`src/hdl/assert_macros.svh`:
```
// Assertion macros shared by the codec RTL.
// Defining NO_ASSERTIONS compiles every macro to nothing.
`ifndef ASSERT_MACROS_SVH
`define ASSERT_MACROS_SVH
`ifndef NO_ASSERTIONS
`define ASSERT_ALWAYS(label, clk, rst_n, expr) \
    label: assert property (@(posedge clk) disable iff (!rst_n) (expr)) \
        else $error("assertion failed");
`define ASSERT_IMPLY(label, clk, rst_n, ante, cons) \
    label: assert property (@(posedge clk) disable iff (!rst_n) (ante) |-> (cons)) \
        else $error("assertion failed");
`define ASSERT_NEXT(label, clk, rst_n, ante, cons) \
    label: assert property (@(posedge clk) disable iff (!rst_n) (ante) |=> (cons)) \
        else $error("assertion failed");
`else
`define ASSERT_ALWAYS(label, clk, rst_n, expr)
`define ASSERT_IMPLY(label, clk, rst_n, ante, cons)
`define ASSERT_NEXT(label, clk, rst_n, ante, cons)
`endif
`endif

```
`src/hdl/tpxc_pkg.sv`:
```
// Package of the Type 7 password codec: transfer types, codes, key ROM and
// character helper functions. It depends on nothing else.
`default_nettype none

package tpxc_pkg;

    localparam int KEY_LEN     = 53;
    localparam int KEY_IDX_W   = 6;
    localparam int MAX_RESULTS = 4;
    localparam int CNT_W       = 3;
    localparam int APB_AW      = 3;
    localparam int APB_DW      = 32;

    localparam logic REG_DIRECTION = 1'b0;

    localparam logic DIR_ENCRYPT = 1'b0;
    localparam logic DIR_DECRYPT = 1'b1;

    localparam logic [1:0] ERR_NONE     = 2'd0;
    localparam logic [1:0] ERR_BAD_CHAR = 2'd1;
    localparam logic [1:0] ERR_BAD_LEN  = 2'd2;

    localparam logic [7:0] CHAR_ZERO = 8'h30;
    localparam logic [7:0] CHAR_NINE = 8'h39;

    typedef enum logic [1:0] {
        PH_SEED_TENS,
        PH_SEED_UNITS,
        PH_HEX_HIGH,
        PH_HEX_LOW
    } t_phase;

    typedef struct packed {
        logic [7:0] data_char;
        logic [3:0] seed_value;
        logic       first_of_string;
        logic       final_of_string;
    } t_in_item;

    typedef struct packed {
        logic [7:0] out_char;
        logic       run_end;
        logic       string_done;
        logic [1:0] error_code;
    } t_out_item;

    typedef struct packed {
        t_out_item [MAX_RESULTS-1:0] res;
        logic [CNT_W-1:0]            count;
    } t_burst;

    function automatic logic [7:0] key_byte(input logic [KEY_IDX_W-1:0] idx);
        logic [7:0] k;
        case (idx)
            6'd0:  k = 8'h64;  6'd1:  k = 8'h73;  6'd2:  k = 8'h66;  6'd3:  k = 8'h64;
            6'd4:  k = 8'h3b;  6'd5:  k = 8'h6b;  6'd6:  k = 8'h66;  6'd7:  k = 8'h6f;
            6'd8:  k = 8'h41;  6'd9:  k = 8'h2c;  6'd10: k = 8'h2e;  6'd11: k = 8'h69;
            6'd12: k = 8'h79;  6'd13: k = 8'h65;  6'd14: k = 8'h77;  6'd15: k = 8'h72;
            6'd16: k = 8'h6b;  6'd17: k = 8'h6c;  6'd18: k = 8'h64;  6'd19: k = 8'h4a;
            6'd20: k = 8'h4b;  6'd21: k = 8'h44;  6'd22: k = 8'h48;  6'd23: k = 8'h53;
            6'd24: k = 8'h55;  6'd25: k = 8'h42;  6'd26: k = 8'h73;  6'd27: k = 8'h67;
            6'd28: k = 8'h76;  6'd29: k = 8'h63;  6'd30: k = 8'h61;  6'd31: k = 8'h36;
            6'd32: k = 8'h39;  6'd33: k = 8'h38;  6'd34: k = 8'h33;  6'd35: k = 8'h34;
            6'd36: k = 8'h6e;  6'd37: k = 8'h63;  6'd38: k = 8'h78;  6'd39: k = 8'h76;
            6'd40: k = 8'h39;  6'd41: k = 8'h38;  6'd42: k = 8'h37;  6'd43: k = 8'h33;
            6'd44: k = 8'h32;  6'd45: k = 8'h35;  6'd46: k = 8'h34;  6'd47: k = 8'h6b;
            6'd48: k = 8'h3b;  6'd49: k = 8'h66;  6'd50: k = 8'h67;  6'd51: k = 8'h38;
            6'd52: k = 8'h37;
            default: k = 8'h64;
        endcase
        return k;
    endfunction

    function automatic logic [KEY_IDX_W-1:0] key_inc(input logic [KEY_IDX_W-1:0] idx);
        return (idx == KEY_IDX_W'(KEY_LEN - 1)) ? '0 : idx + 1'b1;
    endfunction

    function automatic logic [7:0] hex_char(input logic [3:0] nib);
        return (nib < 4'd10) ? (CHAR_ZERO + {4'b0000, nib}) : (8'h57 + {4'b0000, nib});
    endfunction

    function automatic logic is_digit(input logic [7:0] c);
        return (c >= CHAR_ZERO) && (c <= CHAR_NINE);
    endfunction

    // Bit 4 set marks a character that is not a hex digit.
    function automatic logic [4:0] hex_val(input logic [7:0] c);
        logic [4:0] v;
        if (is_digit(c)) begin
            v = {1'b0, c[3:0]};
        end else if ((c >= 8'h61 && c <= 8'h66) || (c >= 8'h41 && c <= 8'h46)) begin
            v = {1'b0, c[3:0] + 4'd9};
        end else begin
            v = 5'd16;
        end
        return v;
    endfunction

endpackage

`default_nettype wire

```
`src/hdl/tpxc_engine.sv`:
```
// Codec state registers and the per-item logic that builds a burst of results.
// Depends on tpxc_pkg.
`default_nettype none

module tpxc_engine
    import tpxc_pkg::*;
(
    input  wire logic     i_clk,
    input  wire logic     i_rst_n,
    input  wire logic     i_take,
    input  wire t_in_item i_item,
    input  wire logic     i_direction,
    output t_burst        o_burst
);

    logic [KEY_IDX_W-1:0] r_key_idx, n_key_idx;
    t_phase               r_phase, n_phase;
    logic [3:0]           r_high, n_high;
    logic [3:0]           r_tens, n_tens;
    logic                 r_pair, n_pair;
    logic                 r_err, n_err;

    t_phase               eff_phase;
    logic                 eff_pair;
    logic                 eff_err;
    logic [KEY_IDX_W-1:0] enc_idx;
    logic [7:0]           enc_val;
    logic [4:0]           hv;
    logic                 dig_ok;
    logic [3:0]           digit;
    logic [6:0]           seed_sum;
    logic [6:0]           seed_mod;
    logic [7:0]           pair_val;
    logic                 bad;
    logic                 seed_hi;
    logic [3:0]           seed_lo;

    assign eff_phase = i_item.first_of_string ? PH_SEED_TENS : r_phase;
    assign eff_pair  = i_item.first_of_string ? 1'b0 : r_pair;
    assign eff_err   = i_item.first_of_string ? 1'b0 : r_err;

    assign enc_idx = i_item.first_of_string ? {2'b00, i_item.seed_value} : r_key_idx;
    assign enc_val = i_item.data_char ^ key_byte(enc_idx);

    assign hv       = hex_val(i_item.data_char);
    assign dig_ok   = is_digit(i_item.data_char);
    assign digit    = i_item.data_char[3:0];
    assign seed_sum = {r_tens, 3'b000} + {2'b00, r_tens, 1'b0} + {3'b000, digit};
    assign seed_mod = (seed_sum >= 7'(KEY_LEN)) ? seed_sum - 7'(KEY_LEN) : seed_sum;
    assign pair_val = {r_high, hv[3:0]} ^ key_byte(r_key_idx);

    assign seed_hi = (i_item.seed_value >= 4'd10);
    assign seed_lo = seed_hi ? i_item.seed_value - 4'd10 : i_item.seed_value;

    always_comb begin
        case (eff_phase) inside
            PH_SEED_TENS, PH_SEED_UNITS: bad = !dig_ok;
            default:                     bad = hv[4];
        endcase
    end

    always_comb begin
        n_key_idx = r_key_idx;
        n_phase   = r_phase;
        n_high    = r_high;
        n_tens    = r_tens;
        n_pair    = r_pair;
        n_err     = r_err;
        if (i_direction == DIR_ENCRYPT) begin
            n_key_idx = key_inc(enc_idx);
        end else begin
            n_phase = eff_phase;
            n_pair  = eff_pair;
            n_err   = eff_err;
            if (!eff_err) begin
                if (bad) begin
                    n_err = 1'b1;
                end else begin
                    unique case (eff_phase)
                        PH_SEED_TENS: begin
                            n_tens  = digit;
                            n_phase = PH_SEED_UNITS;
                        end
                        PH_SEED_UNITS: begin
                            n_key_idx = seed_mod[KEY_IDX_W-1:0];
                            n_phase   = PH_HEX_HIGH;
                        end
                        PH_HEX_HIGH: begin
                            n_high  = hv[3:0];
                            n_phase = PH_HEX_LOW;
                        end
                        PH_HEX_LOW: begin
                            n_key_idx = key_inc(r_key_idx);
                            n_phase   = PH_HEX_HIGH;
                            n_pair    = 1'b1;
                        end
                        default: n_phase = PH_SEED_TENS;
                    endcase
                end
            end
            if (i_item.final_of_string) begin
                n_phase = PH_SEED_TENS;
                n_pair  = 1'b0;
                n_err   = 1'b0;
            end
        end
    end

    always_comb begin
        o_burst = '0;
        if (i_direction == DIR_ENCRYPT) begin
            if (i_item.first_of_string) begin
                o_burst.res[0].out_char    = CHAR_ZERO + {7'b0000000, seed_hi};
                o_burst.res[1].out_char    = CHAR_ZERO + {4'b0000, seed_lo};
                o_burst.res[2].out_char    = hex_char(enc_val[7:4]);
                o_burst.res[3].out_char    = hex_char(enc_val[3:0]);
                o_burst.res[3].string_done = i_item.final_of_string;
                o_burst.count              = CNT_W'(4);
            end else begin
                o_burst.res[0].out_char    = hex_char(enc_val[7:4]);
                o_burst.res[1].out_char    = hex_char(enc_val[3:0]);
                o_burst.res[1].string_done = i_item.final_of_string;
                o_burst.count              = CNT_W'(2);
            end
        end else if (eff_err) begin
            if (i_item.final_of_string) begin
                o_burst.res[0].string_done = 1'b1;
                o_burst.res[0].error_code  = ERR_BAD_CHAR;
                o_burst.count              = CNT_W'(1);
            end
        end else if (bad) begin
            o_burst.res[0].string_done = i_item.final_of_string;
            o_burst.res[0].error_code  = ERR_BAD_CHAR;
            o_burst.count              = CNT_W'(1);
        end else if (eff_phase == PH_HEX_LOW) begin
            o_burst.res[0].out_char    = pair_val;
            o_burst.res[0].string_done = i_item.final_of_string;
            o_burst.count              = CNT_W'(1);
        end else if (i_item.final_of_string) begin
            o_burst.res[0].string_done = 1'b1;
            o_burst.res[0].error_code  = ERR_BAD_LEN;
            o_burst.count              = CNT_W'(1);
        end
    end

    always_ff @(posedge i_clk) begin
        if (!i_rst_n) begin
            r_key_idx <= '0;
            r_phase   <= PH_SEED_TENS;
            r_high    <= '0;
            r_tens    <= '0;
            r_pair    <= 1'b0;
            r_err     <= 1'b0;
        end else if (i_take) begin
            r_key_idx <= n_key_idx;
            r_phase   <= n_phase;
            r_high    <= n_high;
            r_tens    <= n_tens;
            r_pair    <= n_pair;
            r_err     <= n_err;
        end
    end

endmodule

`default_nettype wire

```
`src/hdl/tpxc_burst.sv`:
```
// Result register that holds one burst and hands out one result per transfer.
// Depends on tpxc_pkg.
`default_nettype none

module tpxc_burst
    import tpxc_pkg::*;
(
    input  wire logic   i_clk,
    input  wire logic   i_rst_n,
    input  wire logic   i_load,
    input  wire t_burst i_burst,
    input  wire logic   i_out_stall,
    output logic        o_can_load,
    output logic        o_out_valid,
    output t_out_item   o_out_data
);

    t_out_item [MAX_RESULTS-1:0] r_res;
    logic [CNT_W-1:0]            r_left;
    logic [1:0]                  r_idx;
    logic                        out_xfer;

    assign o_out_valid = (r_left != '0);
    assign out_xfer    = o_out_valid && !i_out_stall;
    assign o_can_load  = (r_left == '0) || ((r_left == CNT_W'(1)) && !i_out_stall);

    always_comb begin
        o_out_data         = r_res[r_idx];
        o_out_data.run_end = (r_left == CNT_W'(1));
    end

    always_ff @(posedge i_clk) begin
        if (i_load) begin
            r_res <= i_burst.res;
        end
    end

    always_ff @(posedge i_clk) begin
        if (!i_rst_n) begin
            r_left <= '0;
            r_idx  <= '0;
        end else if (i_load) begin
            r_left <= i_burst.count;
            r_idx  <= '0;
        end else if (out_xfer) begin
            r_left <= r_left - 1'b1;
            r_idx  <= r_idx + 1'b1;
        end
    end

endmodule

`default_nettype wire

```
`src/hdl/type7_password_xor_codec.sv`:
```
// Type 7 password codec top level: input register, APB direction register,
// codec engine and result serializer. Depends on tpxc_pkg, tpxc_engine,
// tpxc_burst and assert_macros.svh.
// An accepted item waits in the input register, driving the engine, until its
// burst loads into the serializer, which then presents its first result. The
// serializer gives one result per cycle while the output is not stalled; an
// encrypt item yields two results (four if first), a decrypt item at most one.
// Synchronous active-low reset clears direction, codec state, all valid flags.
`default_nettype none

`include "assert_macros.svh"

module type7_password_xor_codec
    import tpxc_pkg::*;
(
    input  wire logic              i_clk,
    input  wire logic              i_rst_n,
    input  wire logic              i_in_valid,
    output logic                   o_in_stall,
    input  wire t_in_item          i_in_data,
    output logic                   o_out_valid,
    input  wire logic              i_out_stall,
    output t_out_item              o_out_data,
    input  wire logic              psel,
    input  wire logic              penable,
    input  wire logic              pwrite,
    input  wire logic [APB_AW-1:0] paddr,
    input  wire logic [APB_DW-1:0] pwdata,
    output logic [APB_DW-1:0]      prdata,
    output logic                   pready
);

    logic     r_direction;
    logic     r_in_valid;
    t_in_item r_in;
    logic     can_load;
    logic     take;
    logic     in_xfer;
    logic     reg_hit;
    t_burst   burst;

    assign pready  = 1'b1;
    assign reg_hit = (paddr[APB_AW-1] == REG_DIRECTION);
    assign prdata  = reg_hit ? {{(APB_DW-1){1'b0}}, r_direction} : '0;

    always_ff @(posedge i_clk) begin
        if (!i_rst_n) begin
            r_direction <= DIR_ENCRYPT;
        end else if (psel && penable && pwrite && reg_hit) begin
            r_direction <= pwdata[0];
        end
    end

    assign take       = r_in_valid && can_load;
    assign o_in_stall = r_in_valid && !take;
    assign in_xfer    = i_in_valid && !o_in_stall;

    always_ff @(posedge i_clk) begin
        if (in_xfer) begin
            r_in <= i_in_data;
        end
    end

    always_ff @(posedge i_clk) begin
        if (!i_rst_n) begin
            r_in_valid <= 1'b0;
        end else if (in_xfer) begin
            r_in_valid <= 1'b1;
        end else if (take) begin
            r_in_valid <= 1'b0;
        end
    end

    tpxc_engine u_engine (
        .i_clk       (i_clk),
        .i_rst_n     (i_rst_n),
        .i_take      (take),
        .i_item      (r_in),
        .i_direction (r_direction),
        .o_burst     (burst)
    );

    tpxc_burst u_burst (
        .i_clk       (i_clk),
        .i_rst_n     (i_rst_n),
        .i_load      (take),
        .i_burst     (burst),
        .i_out_stall (i_out_stall),
        .o_can_load  (can_load),
        .o_out_valid (o_out_valid),
        .o_out_data  (o_out_data)
    );

    `ASSERT_NEXT(a_encrypt_emits, i_clk, i_rst_n, take && (r_direction == DIR_ENCRYPT), o_out_valid)
    `ASSERT_IMPLY(a_encrypt_no_err, i_clk, i_rst_n, o_out_valid && (r_direction == DIR_ENCRYPT), o_out_data.error_code == ERR_NONE)
    `ASSERT_IMPLY(a_err_code_legal, i_clk, i_rst_n, o_out_valid, (o_out_data.error_code == ERR_NONE) || (o_out_data.error_code == ERR_BAD_CHAR) || (o_out_data.error_code == ERR_BAD_LEN))

endmodule

`default_nettype wire
```
`config.mk`:
```
export PLATFORM = sky130hd
export DESIGN_NAME = type7_password_xor_codec
export DESIGN_NICKNAME = d
export VERILOG_FILES = /design/src/hdl/tpxc_pkg.sv /design/src/hdl/tpxc_engine.sv /design/src/hdl/tpxc_burst.sv /design/src/hdl/type7_password_xor_codec.sv
export VERILOG_INCLUDE_DIRS = /design/src /design/src/hdl
export SDC_FILE = /design/constraint.sdc
export NUM_CORES = 1
export LEC_CHECK = 0
export ABC_AREA = 1
export BUFFER_PORTS_ARGS = -buffer_cell sky130_fd_sc_hd__buf_2
export CAP_MARGIN = 0
export CORE_MARGIN = 2
export CORE_UTILIZATION = 48
export DETAILED_ROUTE_END_ITERATION = 10
export HOLD_SLACK_MARGIN = 0.06
export PLACE_DENSITY = 0.67
export SKIP_CTS_REPAIR_TIMING = 1
export SYNTH_ARGS = -nofsm -noshare
export SYNTH_HDL_FRONTEND = slang
export SYNTH_SLANG_ARGS = --single-unit
```
`constraint.sdc`:
```
create_clock -name i_clk -period 11 [get_ports i_clk]
set_input_delay 1.65 -clock i_clk [delete_from_list [all_inputs] [get_ports i_clk]]
set_output_delay 1.65 -clock i_clk [all_outputs]
set_load 0.01 [all_outputs]
```
==> reports/results.ini, run 1 <==
[outcome]
status=completed

[finish]
final_cells=1042
ff_latch_area_mm2=0.00206
multiInputGateArea_mm2=0.00346
num_antenna_cells=0
drive_above_1_share_pct=12.2
final_util_pct=52.1
filler_cell_count=1295
syn_to_final_growth_pct=6.33
nets=959

[critical_path]
crit_chain=fa_1 -> fa_1 -> xor2_2 -> nand2_1 -> nand2_1 -> nand2_2 -> nand2_4 -> nand2_1 -> nand3_1 -> inv_1 -> nor2_1 -> nor2_2 -> nor2_4 -> inv_1 -> ha_1 -> or2_2 -> nand2_1 -> nand2_1 -> nand2_1 -> nand2_1 -> nand2_1 -> nand2_1 -> nand2_1 -> nand2_1
crit_path_max_incr_delay_ns=0.58
cp-start-kind=register
r2r_start=r_in[9]
crit_start=r_in[9]
r2r_cells=24
cp_num_cells=24
crit_buf_inv=2
crit_path_top_delay_cell=fa_1
cp_top_family=simple AND/OR/NAND/NOR gates
cpMostUsedCell=nand2_1
cp.arrival_ns=4.43
endpoint_kind=register
critPathKind=register to register
crit_required_ns=11.23
critical_path_peak_fanout=8
regToRegSetupSlack_ns=6.80

[floorplan]
rows=41
dieArea_mm2=0.0138
die_h_um=118
ios=103
die_w_um=118
coreArea_mm2=0.0126
initial_utilization_pct=49.0

[logic_synthesis]
async_flop_share_pct=0
synth_edf_count=48
syn-mean-instance-area_um2=7.35
synth_common_cells=nand2_1, inv_1, nor2_1
ys_ff_latch=79
synth_top_cell_by_area=edfxtp_1
ys_seq_area_share_pct=33.3
yosysTopAreaCellShare_pct=23.3
synth_most_common_cell=nand2_1
ys.flop_type=edfxtp_1
netlist_top_cells_area=edfxtp_1, nand2_1, dfxtp_1, ha_1, nand3_1
synth_cell_types=52
yosys_warnings=0
synthCells=841
syn-cell-area_mm2=0.00618

[clock_tree]
cts.root.buffer_cell=clkbuf_16
cts_tree=built
path_clk_slew_ns=0.06
cts_made_buffers=9
cts_max_level=3
clk_latency_ns=0.34
cts.sinks=79
clk_path_buf_depth=2

[min_path]
hold_depth=2
min_path_type=register to register

[placed_design]
placedCellCount=1026
dpl.hpwl_um=11100
post-place-ws_ns=6.73
globalplace.congestion=0.961
port_buffers=37

[power_and_ir_drop]
total_power_uw=1390
combPwrFrac_pct=48.0
power_frac_seq_pct=32.3
p_per_area_mw_per_mm2=211
internal_power_uw=780
clock_power_share_pct=19.7
power_leakage_uw=0.00308
p_sw_uw=609
swShare_pct=43.9
peakVddDrop_v=0.0000725

[timing]
fin_setup_tns_ns=0
fin_crit_ns=4.20
timing_hold_violations_final=0
worstMarginPinSlew_ns=0.831
finalWorstSetupSlack_ns=6.80
slew_headroom_pct=44.5
setup_viol=0
grt_setup_unrepaired=no
skew_ns=0.0132
final.period_utilization_pct=38.2
maxSlewViolCount=0
fmax_mhz=238

[drt]
drt_wl_total_um=15100
drc=0
vias_per_cell=5.17
drtIter0Drc=575
ant_nets=0
drt_pass1_iterations=5
routed-via-count=5383
drt-wirelength-per-cell_um=14.5

[global_route]
grt_busiest_layer=met2
grt_pass1_wl_um=25000
first_global_vias=4987
antenna_found_initial=0
globalRouteTotalUtil_pct=22.4
grt.met3_usage_pct=5.28
use_met2_pct=35.7
grt_max_degree=37
met1_usage_pct=30.6
overflow=0

[job]
cap_violations=0

## cell families (layout without fill, tap and decap cells)
logic type | after synthesis | count (layout) | share of synthesized area (%)
other | 2 | 32 | 0.121
AOI/OAI and AO/OA | 145 | 145 | 13.5
xor gates and xnor gates | 20 | 20 | 3.44
DFF | 79 | 79 | 33.3
and+or+nand+nor | 403 | 403 | 29.2
buffers and inverters | 154 | 153 | 12.5
adders and majority gates | 38 | 38 | 7.93
## tightest hold or removal path, stage by stage (launching register included)
cell and delay [ns]:
dfxtp_1 0.31, nand2_1 0.06, a21oi_1 0.05
## registers in the layout, summed over array words and instances (netlist names), named ones only
signal	count
u_burst.r_res	34
r_in	14
u_engine.r_key_idx	6
u_engine.r_high	4
u_engine.r_tens	4
u_burst.r_left	3
u_burst.r_idx	2
u_engine.r_phase	2
r_direction	1
r_in_valid	1
u_engine.r_err	1
## cells in the final DEF (no fill, tap or decap), types with 3 or more instances in the layout
master and count:
nand2_1 200, nand4_1 4, o22ai_1 11, o21ai_1 8, o21ai_0 57, nand2_2 8
ha_1 36, a21oi_1 37, xor2_2 4, nor2_4 4, or2_1 3, edfxtp_1 48
nor2_2 4, xnor2_1 6, or2_2 4, inv_4 4, nand3_1 72, a31oi_1 3
conb_1 32, nor2_1 81, o221ai_1 3, inv_2 11, o31ai_1 4, buf_2 37
nor3_1 7, nand2_4 8, xor2_1 9, inv_1 85, dfxtp_1 31, clkbuf_16 9
o211ai_1 9
## per-layer routing
layer | vias up | wire (um)
li1 | 2766 | -
met1 | 2409 | 6980
met2 | 180 | 6830
met3 | 28 | 934
met4 | 0 | 324
met5 | - | 0
## per-stage QoR
step                      hold slack [ns]  cell area, um2
final                               0.470            6580
after global routing                0.479            6580
after CTS                           0.470            6580
after detailed placement            0.460            6310
after global placement              0.455            6310
after floorplan                     0.440            6300
## power by group through the flow
stage	combinational (uW)	clock, uW	sequential (uW)
detailed placement	658	0	455
global placement	656	0	454
CTS	661	281	449
global route	759	290	456
floorplan	539	0	432
finish	667	274	449
## worst min-delay path by stage
stage / to / startpoint
global placement: u_engine.r_phase[1] / u_engine.r_phase[1]
detailed placement: u_engine.r_phase[1] / u_engine.r_phase[1]
CTS: u_engine.r_phase[1] / u_engine.r_phase[1]
global route: u_engine.r_phase[1] / u_engine.r_phase[1]
floorplan: u_engine.r_high[3] / u_engine.r_high[3]
finish: u_engine.r_phase[1] / u_engine.r_phase[1]
## layout make-up
class,instances,area share [%]
multi-input combinational,638,52.7
sequential,79,31.4
inverter,99,5.73
clock buffer,11,3.56
tap,172,3.27
timing repair buffer,38,2.93
clock inverter,5,0.476
Note: power is estimated with default switching activity, not from simulation.
==> run 2: changes to the inputs <==
Settings changed: PLACE_DENSITY 0.67 to 0.69.
Clock period 11 ns to 3.5 ns, I/O delays scaled along.
==> run 2 against run 1 <==
The flow now finishes with violations (setup timing). Via count is 6.7% higher. Clock skew is 0.0045 ns lower. Hold slack worse by 0.11 ns. Clock power grew to 3.3 times the previous value. Critical path depth is 3 lower. Global-route usage is 0.28 points higher. Cell area is 12% higher. Largest power group unchanged.
==> reports/results.ini, run 2 (synthesis results as in run 1) <==
[outcome]
status=finished with violations  ; was completed
violations=setup timing

[critical_path]
critical_path_peak_fanout=3  ; was 8
cp.arrival_ns=3.79  ; was 4.43 ns
crit_chain=fa_2 -> fa_2 -> inv_2 -> nand2_1 -> nand2_1 -> nand2_1 -> nand2_2 -> nand2_4 -> nand2_2 -> nand3_2 -> inv_2 -> nor2_4 -> nor2_4 -> nor2_4 -> buf_6 -> ha_4 -> or2_4 -> o211ai_1 -> nand2_1 -> nand2_1 -> o21ai_1  ; was fa_1 -> fa_1 -> xor2_2 -> nand2_1 -> nand2_1 -> nand2_2 -> nand2_4 -> nand2_1 -> nand3_1 -> inv_1 -> nor2_1 -> nor2_2 -> nor2_4 -> inv_1 -> ha_1 -> or2_2 -> nand2_1 -> nand2_1 -> nand2_1 -> nand2_1 -> nand2_1 -> nand2_1 -> nand2_1 -> nand2_1
r2r_cells=21  ; was 24
cp-start-kind=register  ; unchanged
crit_path_max_incr_delay_ns=0.64  ; was 0.58 ns
crit_path_top_delay_cell=fa_2  ; was fa_1
cpMostUsedCell=nand2_1  ; unchanged
regToRegSetupSlack_ns=-0.05  ; was 6.80 ns
critPathKind=register to register  ; unchanged
crit_required_ns=3.74  ; was 11.23 ns
r2r_start=r_in[9]  ; unchanged
endpoint_kind=register  ; unchanged

[timing]
fin_setup_tns_ns=-0.0831  ; was 0 ns
slew_headroom_pct=56.6  ; was 44.5%
final.period_utilization_pct=101  ; was 38.2%
maxSlewViolCount=0  ; unchanged
fmax_mhz=282  ; was 238 MHz
setup_viol=3  ; was 0
timing_hold_violations_final=0  ; unchanged
finalWorstSetupSlack_ns=-0.0492  ; was 6.80 ns
worstMarginPinSlew_ns=0.650  ; was 0.831 ns
skew_ns=0.00876  ; was 0.0132 ns
fin_crit_ns=3.55  ; was 4.20 ns
grt_setup_unrepaired=yes  ; was no

[drt]
drtIter0Drc=499  ; was 575
drt_pass1_iterations=7  ; was 5
drt_wl_total_um=15900  ; was 15,100 um
drc=0  ; unchanged
routed-via-count=5745  ; was 5,383
ant_nets=0  ; unchanged
drt-wirelength-per-cell_um=14.4  ; was 14.5 um
vias_per_cell=5.21  ; was 5.17

[min_path]
min_to=r_in[8]  ; was u_engine.r_phase[1]
hold_path.startpoint=i_in_data[8]  ; was u_engine.r_phase[1]
min_path_type=input port to register  ; was register to register
hold_depth=1  ; was 2

[power_and_ir_drop]
p_per_area_mw_per_mm2=653  ; was 211 mW/mm2
power_leakage_uw=0.00345  ; was 0.00308 uW
peakVddDrop_v=0.000254  ; was 0.0000725 V

[floorplan]
rows=41  ; unchanged
initial_utilization_pct=49.0  ; unchanged
dieArea_mm2=0.0138  ; unchanged
die_w_um=118  ; unchanged
ios=103  ; unchanged
die_h_um=118  ; unchanged
coreArea_mm2=0.0126  ; unchanged

[placed_design]
port_buffers=37  ; unchanged
globalplace.congestion=0.952  ; was 0.961
dpl.hpwl_um=11800  ; was 11,100 um
placedCellCount=1079  ; was 1,026

[finish]
top_register=u_burst.r_res  ; unchanged
syn_to_final_growth_pct=19.4  ; was 6.33%
num_antenna_cells=0  ; unchanged
nets=1020  ; was 959
mostFrequentLayoutCell=nand2_1  ; unchanged
largest_registers=u_burst.r_res: 34 flops, r_in: 14 flops, u_engine.r_key_idx: 6 flops  ; unchanged
drive_above_1_share_pct=23.0  ; was 12.2%
largest_reg_flops=34  ; unchanged
final_cells=1103  ; was 1,042
final_cell_mix=nand2_1, inv_1, nor2_1  ; unchanged
final_util_pct=58.5  ; was 52.1%

[global_route]
grt_pass1_wl_um=25200  ; was 25,000 um
overflow=0  ; unchanged
grt_max_degree=37  ; unchanged
globalRouteTotalUtil_pct=22.6  ; was 22.4%
first_global_vias=5138  ; was 4,987
antenna_found_initial=0  ; unchanged

[job]
cap_violations=0  ; unchanged

[clock_tree]
cts_max_level=3  ; unchanged
cts_tree=built  ; unchanged
cts_made_buffers=9  ; unchanged
clk_latency_ns=0.35  ; was 0.34 ns
cts.sinks=79  ; unchanged
clk_path_buf_depth=2  ; unchanged
cts.root.buffer_cell=clkbuf_16  ; unchanged
path_clk_slew_ns=0.06  ; about the same

==> run 2: cell types whose count changed in the layout (fill, tap and decap cells not counted), moves of 7 or more <==
| cell | before | now |
|---|---|---|
| nand2_2 | 8 | 17 |
| buf_4 | 1 | 52 |
| nand2_1 | 200 | 186 |
| nand3_2 | 2 | 9 |
| nand3_1 | 72 | 64 |
| ha_1 | 36 | 29 |
==> run 2: layer usage <==
metal | vias up | share of wire [%] | GRT usage, %
li1 | 2887 | - | -
met1 | 2607 | 45 | 31.5
met2 | 222 | 46 | 36.0
met3 | 29 | 6.8 | 4.22
met4 | 0 | 2.1 | 7.00
met5 | - | 0 | 0
==> run 2: per-stage QoR <==
step | setup slack (ns) | instance area (um2) | total power (uW) | hold slack (ns)
after floorplan | 0.0144 | 6300 | 3050 | 0.440
after global placement | -0.0752 | 6740 | 3650 | 0.455
after detailed placement | -0.132 | 6740 | 3670 | 0.455
after CTS | -0.139 | 7030 | 4580 | 0.344
after global routing | -0.202 | 7380 | 5190 | 0.349
final | -0.0492 | 7380 | 4820 | 0.357
==> run 2: how the worst max path moves through the flow <==
stage	from	slack, ns	endpoint
after floorplan	r_in[9]	0.01	register
after global placement	r_in[8]	-0.08	register
after detailed placement	r_in[8]	-0.13	register
after CTS	r_in[9]	-0.14	register
after global routing	r_in[9]	-0.20	register
final	r_in[9]	-0.05	register
==> run 2: area by class of cell <==
cell class	count	area, um2
clock inverters	3	23.8
inverters	99	394
multi-input cells	638	3690
fillers	1162	5240
flip-flops and latches	79	2060
well taps	172	215
clock buffers	13	270
repair buffers	99	723
==> run 2: worst max-delay path: cells and delay by family, from the launching register on <==
kind / cells / cell delay (ns)
adder cells (fa/ha/maj): 3 / 1.24
AND/OR/NAND/NOR: 13 / 1.13
buffers and inverters: 3 / 0.28
flip-flops: 1 / 0.48
AO/OA/AOI/OAI: 2 / 0.30
==> run 2: report_power, final <==
group          total [uW]  switching [uW]  internal, uW
Combinational        2510            1560           948
Clock                 914             371           543
Sequential           1400             131          1270
Total                4820            2060          2760
==> run 3: changes to the inputs <==
Settings changed: REMOVE_ABC_BUFFERS set to 1.
==> run 3 against run 2 <==
Power barely moved. The run now ends clean. Clock power increased by 13%. Sequential power about the same. Utilization fell by 0.95 points. Worst setup slack improved by 0.059 ns. Clock-buffer cell count is 3 lower. Die area is the same. Hold slack got worse by 0.0087 ns.
==> reports/results.ini, run 3 (synthesis results as in run 1) <==
[outcome]
status=completed  ; was finished with violations

[critical_path]
critical_path_peak_fanout=3  ; unchanged
crit_required_ns=3.75  ; was 3.74 ns
critPathKind=register to register  ; unchanged
cp.arrival_ns=3.74  ; was 3.79 ns
r2r_start=r_in[9]  ; unchanged
crit_path_max_incr_delay_ns=0.58  ; was 0.64 ns
cpMostUsedCell=nand2_1  ; unchanged
endpoint_kind=register  ; unchanged
crit_path_top_delay_cell=fa_2  ; unchanged
crit_start=r_in[9]  ; unchanged
cp-start-kind=register  ; unchanged

[global_route]
antenna_found_initial=0  ; unchanged
grt_max_degree=37  ; unchanged
grt_pass1_wl_um=25300  ; was 25,200 um
overflow=0  ; unchanged
globalRouteTotalUtil_pct=22.6  ; about the same
first_global_vias=5174  ; was 5,138

[finish]
num_antenna_cells=0  ; unchanged
mostFrequentLayoutCell=nand2_1  ; unchanged
largest_registers=u_burst.r_res: 34 flops, r_in: 14 flops, u_engine.r_key_idx: 6 flops  ; unchanged
drive_above_1_share_pct=20.8  ; was 23.0%
top_register=u_burst.r_res  ; unchanged
syn_to_final_growth_pct=17.5  ; was 19.4%
final_cells=1098  ; was 1,103
final_cell_mix=nand2_1, nor2_1, inv_1  ; was nand2_1, inv_1, nor2_1
filler_cell_count=1170  ; was 1,162
largest_reg_flops=34  ; unchanged
nets=1015  ; was 1,020

[min_path]
hold_path.startpoint=i_in_data[10]  ; was i_in_data[8]
min_path_type=input port to register  ; unchanged

[timing]
fmax_mhz=287  ; was 282 MHz
final.period_utilization_pct=99.7  ; was 101%
skew_ns=0.00887  ; was 0.00876 ns
finalWorstSetupSlack_ns=0.00982  ; was -0.0492 ns
maxSlewViolCount=0  ; unchanged
fin_crit_ns=3.49  ; was 3.55 ns
slew_headroom_pct=50.8  ; was 56.6%
timing_hold_violations_final=0  ; unchanged
worstMarginPinSlew_ns=0.737  ; was 0.650 ns
grt_setup_unrepaired=yes  ; unchanged
setup_viol=0  ; was 3

[placed_design]
globalplace.congestion=0.954  ; was 0.952
port_buffers=37  ; unchanged
dpl.hpwl_um=11500  ; was 11,800 um
post-place-ws_ns=-0.142  ; was -0.132 ns
placedCellCount=1074  ; was 1,079

[power_and_ir_drop]
peakVddDrop_v=0.000226  ; was 0.000254 V
power_leakage_uw=0.00342  ; was 0.00345 uW
p_per_area_mw_per_mm2=663  ; was 653 mW/mm2

[drt]
drt-wirelength-per-cell_um=14.2  ; was 14.4 um
drc=0  ; unchanged
vias_per_cell=5.19  ; was 5.21
drt_wl_total_um=15600  ; was 15,900 um
drt_pass1_iterations=5  ; was 7
drtIter0Drc=574  ; was 499
routed-via-count=5702  ; was 5,745
ant_nets=0  ; unchanged

[clock_tree]
cts.root.buffer_cell=clkbuf_16  ; unchanged
cts.sinks=79  ; unchanged
cts_made_buffers=9  ; unchanged
clk_latency_ns=0.35  ; about the same
path_clk_slew_ns=0.07  ; was 0.06 ns
clk_path_buf_depth=2  ; unchanged
cts_tree=built  ; unchanged
cts_max_level=3  ; unchanged

[floorplan]
die_h_um=118  ; unchanged
ios=103  ; unchanged
coreArea_mm2=0.0126  ; unchanged
dieArea_mm2=0.0138  ; unchanged
die_w_um=118  ; unchanged
rows=41  ; unchanged
initial_utilization_pct=49.0  ; unchanged

[job]
cap_violations=0  ; unchanged

run 3: per-layer routing:
layer	part of all wire, %	GRT usage, %	vias to the layer above
li1	-	-	2890
met1	46	31.2	2566
met2	47	37.0	219
met3	5.5	3.10	27
met4	1.8	6.85	0
met5	0	0	-
run 3: final timing paths:
kind / end / slack, ns / cells after the start
worst max-delay path: register / 0.01 / 25
worst min-delay path: r_in[10] / 0.35 / 1
worst max register to register: register / 0.01 / 25
worst min register to register: u_engine.r_phase[1] / 0.47 / 2
run 3: layout make-up:
class	instances	area (um2)	share of cell area [%]
multi-input combinational	638	3610	49.8
clock buffer	10	229	3.15
tap	172	215	2.96
clock inverter	6	93.8	1.29
sequential	79	2060	28.4
timing repair buffer	94	667	9.18
inverter	99	382	5.25
run 3: where the power goes:
group	internal, uW	total (uW)	switching [uW]
logic	897	2410	1520
registers	1260	1380	110
clock network	631	1030	397
total	2790	4820	2020
run 3: worst max-delay path: cells and delay by family (launching register included):
kind                       cells  cell delay [ns]
and+or+nand+nor               19             1.52
DFF                            1             0.41
buffers and inverters          3             0.26
adders and majority gates      3             1.20
run 3: stage by stage:
stage               hold WS (ns)  utilization, %  power [uW]  area [um2]  setup TNS [ns]
floorplan                  0.440               -        2950        5900          -0.453
global placement           0.453            53.1        3640        6700          -0.361
detailed placement         0.454            53.1        3650        6700          -0.615
CTS                        0.340            55.6        4690        7020          -0.703
global route               0.346            57.6        5170        7260          -0.900
finish                     0.348            57.6        4820        7260               0
